<file path="config.mk">
export PLATFORM = sky130hd
export DESIGN_NAME = clook_request_scheduler_top
export DESIGN_NICKNAME = d
export VERILOG_FILES = /design/src/design/clook_pkg.sv /design/src/design/clook_request_scheduler_top.sv
export VERILOG_INCLUDE_DIRS = /design/src /design/src/design
export SDC_FILE = /design/constraint.sdc
export NUM_CORES = 2
export LEC_CHECK = 0
export BUFFER_PORTS_ARGS = -buffer_cell sky130_fd_sc_hd__buf_4
export CORE_MARGIN = 4
export CORE_UTILIZATION = 35
export DETAILED_ROUTE_END_ITERATION = 8
export GPL_TIMING_DRIVEN = 0
export PLACE_DENSITY = 0.47
export SLEW_MARGIN = 20
export SYNTH_ARGS = -nofsm -noshare
export SYNTH_HDL_FRONTEND = slang
export SYNTH_SLANG_ARGS = --single-unit
</file>
<file path="constraint.sdc">
create_clock -name clk -period 10.3 [get_ports clk]
set_input_delay 1.545 -clock clk [delete_from_list [all_inputs] [get_ports clk]]
set_output_delay 1.545 -clock clk [all_outputs]
set_load 0.02 [all_outputs]
</file>
<file path="src/design/assert_macros.svh">
// Assertion macros shared by the scheduler RTL.
// No dependencies; compiled out when SYNTHESIS is defined.
`ifndef ASSERT_MACROS_SVH
`define ASSERT_MACROS_SVH
`ifndef SYNTHESIS
`define SVA_CHECK(lbl, prop) lbl: assert property (@(posedge clk) disable iff (!arst_n) prop) \
	else $error("scheduler assertion failed");
`define SVA_NEVER(lbl, expr) lbl: assert property (@(posedge clk) disable iff (!arst_n) !(expr)) \
	else $error("scheduler forbidden condition");
`else
`define SVA_CHECK(lbl, prop)
`define SVA_NEVER(lbl, expr)
`endif
`endif

</file>
<file path="src/design/clook_pkg.sv">
// Types and codes of the C-LOOK request scheduler.
// No dependencies.
package clook_pkg;
	localparam int OP_W = 3;
	localparam int ST_W = 2;
	localparam int TAG_W = 8;
	localparam int SEC_W = 48;

	typedef enum logic [OP_W-1:0] {
		OP_ADD      = 3'd0,
		OP_DISPATCH = 3'd1,
		OP_REMOVE   = 3'd2,
		OP_FORMER   = 3'd3,
		OP_LATTER   = 3'd4
	} op_t;

	localparam logic [ST_W-1:0] ST_OK       = 2'd0;
	localparam logic [ST_W-1:0] ST_EMPTY    = 2'd1;
	localparam logic [ST_W-1:0] ST_FULL     = 2'd2;
	localparam logic [ST_W-1:0] ST_NOTFOUND = 2'd3;

	typedef struct packed {
		logic [SEC_W-1:0] key;
		logic [SEC_W-1:0] start;
		logic [TAG_W-1:0] tag;
		logic             wr;
	} entry_t;
endpackage

</file>
<file path="src/design/clook_request_scheduler_top.sv">
// C-LOOK request scheduler: sorted request queue held in one synchronous RAM.
// Depends on clook_pkg and assert_macros.svh.
// Full, empty and unused ops and add to an empty queue finish straight from idle; add
// reads entries from the tail down, moving each above the insert point up a slot; dispatch
// and remove scan for their entry, then shift the entries behind it down; queries scan for
// the tag, and latter then reads the next entry. One item at a time; busy is high meanwhile.
// done pulses one cycle with the result, never held off. arst_n clears count and position.
`include "assert_macros.svh"
module clook_request_scheduler_top #(
	parameter int QUEUE_DEPTH = 32
) (
	input  logic                          clk,
	input  logic                          arst_n,
	input  logic                          start,
	output logic                          busy,
	input  logic [clook_pkg::OP_W-1:0]    operation,
	input  logic [clook_pkg::TAG_W-1:0]   req_tag,
	input  logic [clook_pkg::SEC_W-1:0]   start_sector,
	input  logic [clook_pkg::SEC_W-1:0]   end_sector,
	input  logic                          is_write,
	output logic                          done,
	output logic [clook_pkg::ST_W-1:0]    status,
	output logic [clook_pkg::TAG_W-1:0]   out_tag,
	output logic [clook_pkg::SEC_W-1:0]   out_start,
	output logic [clook_pkg::SEC_W-1:0]   out_end,
	output logic                          out_write
);
	import clook_pkg::*;

	localparam int AW = $clog2(QUEUE_DEPTH);
	localparam int CW = $clog2(QUEUE_DEPTH + 1);

	typedef enum logic [3:0] {
		S_IDLE, S_ADD_RD, S_ADD_EV, S_ADD_INS, S_SCN_RD, S_SCN_EV,
		S_NBR_RD, S_NBR_EV, S_SHF_RD, S_SHF_EV
	} state_t;

	state_t state_q;
	op_t op_q;
	entry_t new_q, first_q, prev_q, rdata;
	entry_t mem [QUEUE_DEPTH];
	logic [CW-1:0] cnt_q, idx_q;
	logic [SEC_W-1:0] last_q;
	logic done_q;
	logic [ST_W-1:0] status_q;
	entry_t res_q;
	logic accept, we;
	logic add_full;
	logic [AW-1:0] wa;
	entry_t wd, in_ent, sel;

	assign accept = start && (state_q == S_IDLE);
	assign busy = (state_q != S_IDLE);
	assign add_full = accept && (op_t'(operation) == OP_ADD) && (cnt_q == CW'(QUEUE_DEPTH));
	assign in_ent = '{key: end_sector, start: start_sector, tag: req_tag, wr: is_write};
	assign sel = (idx_q == '0) ? rdata : first_q;

	always_comb begin
		we = 1'b0;
		wa = '0;
		wd = new_q;
		unique case (state_q)
			S_IDLE: begin
				we = accept && (op_t'(operation) == OP_ADD) && (cnt_q == '0);
				wd = in_ent;
			end
			S_ADD_EV: begin
				we = 1'b1;
				wa = AW'(idx_q + 1'b1);
				wd = (rdata.key > new_q.key) ? rdata : new_q;
			end
			S_ADD_INS: we = 1'b1;
			S_SHF_EV: begin
				we = 1'b1;
				wa = AW'(idx_q - 1'b1);
				wd = rdata;
			end
			default: we = 1'b0;
		endcase
	end

	always_ff @(posedge clk) begin
		if (we) begin
			mem[wa] <= wd;
		end
		rdata <= mem[idx_q[AW-1:0]];
	end

	always_ff @(posedge clk or negedge arst_n) begin
		if (!arst_n) begin
			state_q <= S_IDLE;
			cnt_q <= '0;
			last_q <= '0;
			done_q <= 1'b0;
			status_q <= ST_OK;
			op_q <= OP_ADD;
			idx_q <= '0;
			new_q <= '0;
			first_q <= '0;
			prev_q <= '0;
			res_q <= '0;
		end else begin
			done_q <= 1'b0;
			unique case (state_q)
				S_IDLE: begin
					if (accept) begin
						op_q <= op_t'(operation);
						new_q <= in_ent;
						res_q <= '0;
						status_q <= ST_OK;
						idx_q <= '0;
						unique case (op_t'(operation))
							OP_ADD: begin
								if (cnt_q == CW'(QUEUE_DEPTH)) begin
									status_q <= ST_FULL;
									done_q <= 1'b1;
								end else if (cnt_q == '0) begin
									cnt_q <= cnt_q + 1'b1;
									done_q <= 1'b1;
								end else begin
									idx_q <= cnt_q - 1'b1;
									state_q <= S_ADD_RD;
								end
							end
							OP_DISPATCH, OP_REMOVE, OP_FORMER, OP_LATTER: begin
								if (cnt_q == '0) begin
									status_q <= (op_t'(operation) == OP_DISPATCH)
										? ST_EMPTY : ST_NOTFOUND;
									done_q <= 1'b1;
								end else begin
									state_q <= S_SCN_RD;
								end
							end
							default: done_q <= 1'b1;
						endcase
					end
				end
				S_ADD_RD: state_q <= S_ADD_EV;
				S_ADD_EV: begin
					if (rdata.key > new_q.key) begin
						if (idx_q == '0) begin
							state_q <= S_ADD_INS;
						end else begin
							idx_q <= idx_q - 1'b1;
							state_q <= S_ADD_RD;
						end
					end else begin
						cnt_q <= cnt_q + 1'b1;
						done_q <= 1'b1;
						state_q <= S_IDLE;
					end
				end
				S_ADD_INS: begin
					cnt_q <= cnt_q + 1'b1;
					done_q <= 1'b1;
					state_q <= S_IDLE;
				end
				S_SCN_RD: state_q <= S_SCN_EV;
				S_SCN_EV: begin
					if (op_q == OP_DISPATCH) begin
						if (idx_q == '0) begin
							first_q <= rdata;
						end
						if (rdata.key >= last_q) begin
							res_q <= rdata;
							last_q <= rdata.key;
							idx_q <= idx_q + 1'b1;
							state_q <= S_SHF_RD;
						end else if (idx_q == cnt_q - 1'b1) begin
							res_q <= sel;
							last_q <= sel.key;
							idx_q <= CW'(1);
							state_q <= S_SHF_RD;
						end else begin
							idx_q <= idx_q + 1'b1;
							state_q <= S_SCN_RD;
						end
					end else if (rdata.tag == new_q.tag) begin
						priority if (op_q == OP_REMOVE) begin
							idx_q <= idx_q + 1'b1;
							state_q <= S_SHF_RD;
						end else if (op_q == OP_FORMER) begin
							if (idx_q == '0) begin
								status_q <= ST_EMPTY;
							end else begin
								res_q <= prev_q;
							end
							done_q <= 1'b1;
							state_q <= S_IDLE;
						end else begin
							if (idx_q + 1'b1 >= cnt_q) begin
								status_q <= ST_EMPTY;
								done_q <= 1'b1;
								state_q <= S_IDLE;
							end else begin
								idx_q <= idx_q + 1'b1;
								state_q <= S_NBR_RD;
							end
						end
					end else begin
						prev_q <= rdata;
						if (idx_q == cnt_q - 1'b1) begin
							status_q <= ST_NOTFOUND;
							done_q <= 1'b1;
							state_q <= S_IDLE;
						end else begin
							idx_q <= idx_q + 1'b1;
							state_q <= S_SCN_RD;
						end
					end
				end
				S_NBR_RD: state_q <= S_NBR_EV;
				S_NBR_EV: begin
					res_q <= rdata;
					done_q <= 1'b1;
					state_q <= S_IDLE;
				end
				S_SHF_RD: begin
					if (idx_q >= cnt_q) begin
						cnt_q <= cnt_q - 1'b1;
						done_q <= 1'b1;
						state_q <= S_IDLE;
					end else begin
						state_q <= S_SHF_EV;
					end
				end
				S_SHF_EV: begin
					idx_q <= idx_q + 1'b1;
					state_q <= S_SHF_RD;
				end
				default: state_q <= S_IDLE;
			endcase
		end
	end

	assign done = done_q;
	assign status = status_q;
	assign out_tag = res_q.tag;
	assign out_start = res_q.start;
	assign out_end = res_q.key;
	assign out_write = res_q.wr;

	`SVA_CHECK(a_done_idle, done |-> !busy)
	`SVA_NEVER(a_cnt_range, cnt_q > CW'(QUEUE_DEPTH))
	`SVA_CHECK(a_full_reject, add_full |=> (done && status == ST_FULL))
	`SVA_CHECK(a_full_keeps, (done && status == ST_FULL) |-> $stable(cnt_q))
endmodule

</file>
# Word-level counts from Yosys, hierarchy flattened
# Memory sizes are Yosys's and may differ from the RTL's. A register that Yosys moved wholly into a read port is not among the register bits.
# Index checks and enable logic that the tools add are counted.
word_totals:
  reg_bits: 490
  mem_count: 1
  in_bits: 111
  elab_cells: 186
  mem_bits_ro: 0
  out_inout_bits: 109
  latch_bits: 0
  ramBits: 3360
op_classes:
  n_lt_le_gt_ge: 4
  bitwise_logic: 2
  div: 0
  n_mux: 83
  n_reduce_logical: 25
  eq_ne: 44
  shifts: 0
  mul: 0
  add_sub_neg: 4
mem_list:
  columns: ["memory", "words", "width", "read_ports", "rd_ports_with_merged_regs", "wr", "line", "text"]
  rows:
  - ["mem", 32, 105, 1, 1, 1, "clook_request_scheduler_top.sv:41", "entry_t mem [QUEUE_DEPTH];"]
ops:
  columns: ["op", "n"]
  rows:
  - ["105-bit 2-to-1 mux", 10]
  - ["105-bit case mux with 3 select lines", 2]
  - ["6-bit 2-to-1 mux", 20]
  - ["48-bit 2-to-1 mux", 2]
  - ["48-bit >= comparator", 1]
  - ["48-bit > comparator", 1]
  - ["6-bit case mux with 4 select lines", 2]
  - ["4-bit 2-to-1 mux", 11]
  - ["4-bit case mux with 8 select lines", 1]
  - ["7-bit AND reduction", 4]
  - ["3-bit inequality test, second input constant", 9]
  - ["2-bit 2-to-1 mux", 12]
  - ["4-bit by 3-bit == test with 1-bit output, second input constant", 4]
  - ["4-bit inequality test, second input constant", 4]
  - ["2-bit inequality test, second input constant", 7]
  - ["1-bit 2-to-1 mux", 13]
  - ["6-bit by 1-bit adder with 6-bit output, second input constant", 2]
  - ["3-bit by 2-bit == test with 1-bit output, second input constant", 4]
  - ["6-bit >= comparator", 2]
  - ["6-bit zero test", 2]
  - ["4-bit nonzero test", 3]
  - ["6-bit by 1-bit subtractor with 6-bit output, second input constant", 2]
  - ["5-bit inequality test, second input constant", 2]
  - ["5-bit case mux with 2 select lines", 1]
  - ["27 further kinds", 41]

# Longest topological paths before layout
depth:
  ltp_word: 8
  depth_mapped: 17
  depth_no_buf: 13

# Worst setup path before layout
# No wires, ideal clock.
synth_timing:
  path_kind: "in2reg"
  from: "input operation[1] (netlist name)"
  to: "memory mem[13][0] (netlist name) (enable)"
  n_path_buf: 0
  required_time_ns: 9.730
  setup_ns: 0.570
  slack_ns: 2.561
  arrival_time_ns: 7.169
  stages: 6
  path_cell_list: "or3_1 > nor3_1 > nand2_1 > a221oi_1 > o211ai_1 > nor2_1"
synth_via:
  elab_chain_cells: 6
synth_rtl:
  columns: ["element", "line", "text"]
  rows:
  - ["start, declared", "clook_request_scheduler_top.sv:16", "input logic [clook_pkg::OP_W-1:0] operation,"]
  - ["3-bit zero test", "clook_request_scheduler_top.sv:64", "we = accept && (op_t'(operation) == OP_ADD) && (cnt_q == '0);"]
  - ["1-bit logical AND (2 in a row)", "clook_request_scheduler_top.sv:64", null]
  - ["1-bit case mux with 2 select lines", "clook_request_scheduler_top.sv:62", "unique case (state_q)"]
  - ["1-bit 2-to-1 mux", "clook_request_scheduler_top.sv:83", "if (we) begin"]
  - ["1-bit 2-to-1 mux (implied by the code)", "clook_request_scheduler_top.sv:84", "mem[wa] <= wd;"]
  - ["end, declared", "clook_request_scheduler_top.sv:41", null]
# No other way between the ends.

==> reports/qor.yml <==
clocking:
  clk_path_buf_depth: 4
  post_cts.repair.setup_buffers: 0
  clkTransAtPathRegs_ns: 0.06
  cts_tree: "yes"
  tritoncts.num_buffers: 432
  clk_latency_ns: 1.00
  cts_max_level: 5
  clock-sinks: 3955
  cts_resized: 0
  root_buffer: "clkbuf_16"
  postCtsHoldBufs: 0
global_route:
  first_global_vias: 82630
  grt_usage_pct: 22.1
  overflow: 0
  grt_max_degree: 88
  grt_pass1_wl_mm: 692
  antenna_found_initial: 46
pwr:
  leakagePower_nw: 61.0
  power_per_cell_area_nw_per_um2: 310
  peakVddDrop_uv: 203
floorplan:
  num_io_pins: 220
  die-area_um2: 453000
  fp.dieH_um: 673
  fp-row-count: 243
  core_um2: 439000
  die_w_um: 673
  initial_utilization_pct: 35.2
finish:
  n_fill_cell: 38323
  drive_gt1_share_pct: 33.3
  area_growth_pct: 19.8
  nets: 8532
  layoutNonFillerInstCount: 14581
sta:
  fmax_mhz: 134
  setup_tns_ns: 0
  slew_headroom_pct: 21.2
  maxSlewViolCount: 0
  fin_crit_ns: 7.48
  rsz0062_at_grt: "no"
  setup-violations-final: 0
  worst_slew_pin_slew_ns: 1.18
  worst_slack_ns: 2.82
  hold_violations: 0
  skew_ns: 0.0627
  fin_crit_sh_pct: 72.6
synth:
  yosysTopAreaCell: "edfxtp_1"
  yosys_warnings: 0
  ys_seq_elements: 3955
  synth_edf_count: 3360
  synthTopCellsByArea: "edfxtp_1 65%, mux4_2 15%, dfrtp_1 7.9%, mux2_2 2.7%, dfxtp_1 1.4%"
  synth.distinct_cells: 72
  netlist_area_um2: 155000
  async_flop_share_pct: 12.4
  synth.avg_cell_area_um2: 21.1
  synth_flop_cell: "edfxtp_1"
  yosysSeqAreaShare_pct: 74.5
  syn-num-nets: 7564
  syn_inst: 7339
  synth_top_area_share_pct: 65.2
worst_setup_path:
  path_class: "reg2reg"
  rr_startpoint: "rdata[104]$_DFF_P_"
  critPathArrivalTime_ns: 8.09
  crit_start: "rdata[104]$_DFF_P_"
  rrSetupSlack_ns: 2.82
  end_kind: "register"
  cp_num_buf_inv: 4
  worstPathRequired_ns: 10.91
  rr_worst_depth: 12
  endpoint: "mem[12][90]$_DFFE_PP_"
  cp_max_fo: 32
  cp_slowest_cell: "nand4_1"
  path_depth: 12
  path_cells: "ha_1 -> nand4_1 -> nor3_1 -> nand4_1 -> or3_1 -> and3_1 -> buf_6 -> nor3_4 -> buf_8 -> buf_2 -> buf_2 -> a221o_1"
  slowest_delay_ns: 0.98
  r2r-end: "mem[12][90]$_DFFE_PP_"
  critPathTopFamily: "simple AND/OR/NAND/NOR gates"
  cp-start-kind: "register"
placement:
  pre_cts_slack_ns: 2.64
  portBuffers: 219
  gp_congestion: 0.793
  dp_cells: 13753
  dp.final_hpwl_mm: 355
min_path:
  hp-class: "in2async"
route:
  wirelength_mm: 507
  vias: 80101
  viasPerCell: 5.49
  ant_nets: 0
  first_iter_violations: 8492
  wl_per_cell_um: 34.8
  drc: 0
  first_pass_iters: 6
job:
  drv_cap: 0
status:
  status: "completed"
## power breakdown
group / switching, mW / internal [mW] / total (mW)
logic: 12.0 / 6.40 / 18.4
clock network: 6.48 / 8.72 / 15.2
registers: 1.28 / 22.5 / 23.8
total: 19.7 / 37.6 / 57.4
## synth_stat cells, drive strengths merged (9+ instances only)
cell / number
and2: 106
edfxtp: 3360
buf: 127
clkbuf: 298
a221o: 105
inv: 117
nand3: 123
nor3: 15
nand2b: 10
mux2i: 51
a221oi: 11
a21oi: 90
mux2: 375
nand4: 18
dfxtp: 105
o22ai: 9
a21o: 10
o21ai: 87
nor4: 10
mux4: 1050
xnor2: 14
ha: 114
a22oi: 106
nor2: 220
dfrtp: 490
xor2: 14
a31oi: 110
nand2: 111
## area by class of cell
| type | instances | area [µm²] | area share (%) |
|---|---|---|---|
| Clock inverter | 228 | 2020 | 1.09 |
| Multi-Input combinational cell | 2842 | 37700 | 20.3 |
| Antenna cell | 19 | 47.5 | 0.0257 |
| Tap cell | 5880 | 7360 | 3.97 |
| Timing Repair Buffer | 534 | 8750 | 4.72 |
| Sequential cell | 3955 | 115000 | 62.2 |
| Clock buffer | 581 | 11900 | 6.40 |
| Inverter | 117 | 439 | 0.237 |
| Buffer | 425 | 1900 | 1.02 |
## registers in the layout, indices dropped and copies added, names as in the netlist, 8 cells and up
name	flops
first_q	105
last_q	48
mem	3360
new_q	105
out_end	48
out_start	48
out_tag	8
prev_q	105
rdata	105
## layout by cell type (no fill, tap or decap), types with 79 or more instances in the layout
cell type / n
o21ai_0: 84
clkinv_2: 83
buf_16: 123
and2_1: 106
buf_4: 224
ha_1: 114
nand3_1: 122
dfrtp_1: 490
a21oi_1: 90
a22oi_1: 106
edfxtp_1: 3360
nand2_1: 110
dfxtp_1: 105
clkinv_1: 79
buf_12: 178
clkbuf_2: 89
mux4_2: 1050
a31oi_1: 109
mux2_2: 375
clkbuf_1: 322
buf_2: 87
inv_1: 117
nor2_1: 186
clkbuf_16: 439
## metrics by stage
| step | utilization [%] | power (mW) | cell area [µm²] | hold slack, ns |
|---|---|---|---|---|
| 2_1_floorplan | - | 33.9 | 155000 | 0.450 |
| 3_3_place_gp | 37.3 | 41.9 | 164000 | 0.487 |
| 3_5_place_dp | 39.0 | 42.8 | 171000 | 0.482 |
| 4_1_cts | 42.2 | 58.0 | 185000 | 0.280 |
| 5_1_grt | 42.2 | 59.7 | 185000 | 0.353 |
| 6_report | 42.2 | 57.4 | 185000 | 0.387 |
## cells by family (layout without fill, tap and decap cells)
group	count (synthesis)	in the layout	synth area share (%)
other cells	0	19	0
buf+inv	542	1885	1.37
simple gates	650	650	2.03
xor+xnor	30	30	0.188
flops	3955	3955	74.5
mux	1476	1476	18.3
compound gates	572	572	2.61
fa+ha+maj	114	114	0.922
## how the worst min path moves through the flow
stage / start / end / slack [ns] / cells after the start
finish: arst_n / out_start[7]$_DFFE_PN0P_ / 0.39 / 1
global placement: prev_q[57]$_DFFE_PN0P_ / prev_q[57]$_DFFE_PN0P_ / 0.49 / 2
global route: arst_n / out_start[7]$_DFFE_PN0P_ / 0.35 / 1
detailed placement: prev_q[57]$_DFFE_PN0P_ / prev_q[57]$_DFFE_PN0P_ / 0.48 / 2
CTS: arst_n / first_q[15]$_DFFE_PN0P_ / 0.28 / 1
floorplan: prev_q[57]$_DFFE_PN0P_ / prev_q[57]$_DFFE_PN0P_ / 0.45 / 2
## per-layer routing
metal	share of wire [%]	vias to the layer above	GRT usage (%)
met5	0.015	-	0
met4	4.2	10	8.33
met3	5.4	718	2.89
met2	49	2655	37.1
met1	41	44153	29.3
li1	-	32565	-
Power figures use the tool's default switching activity.
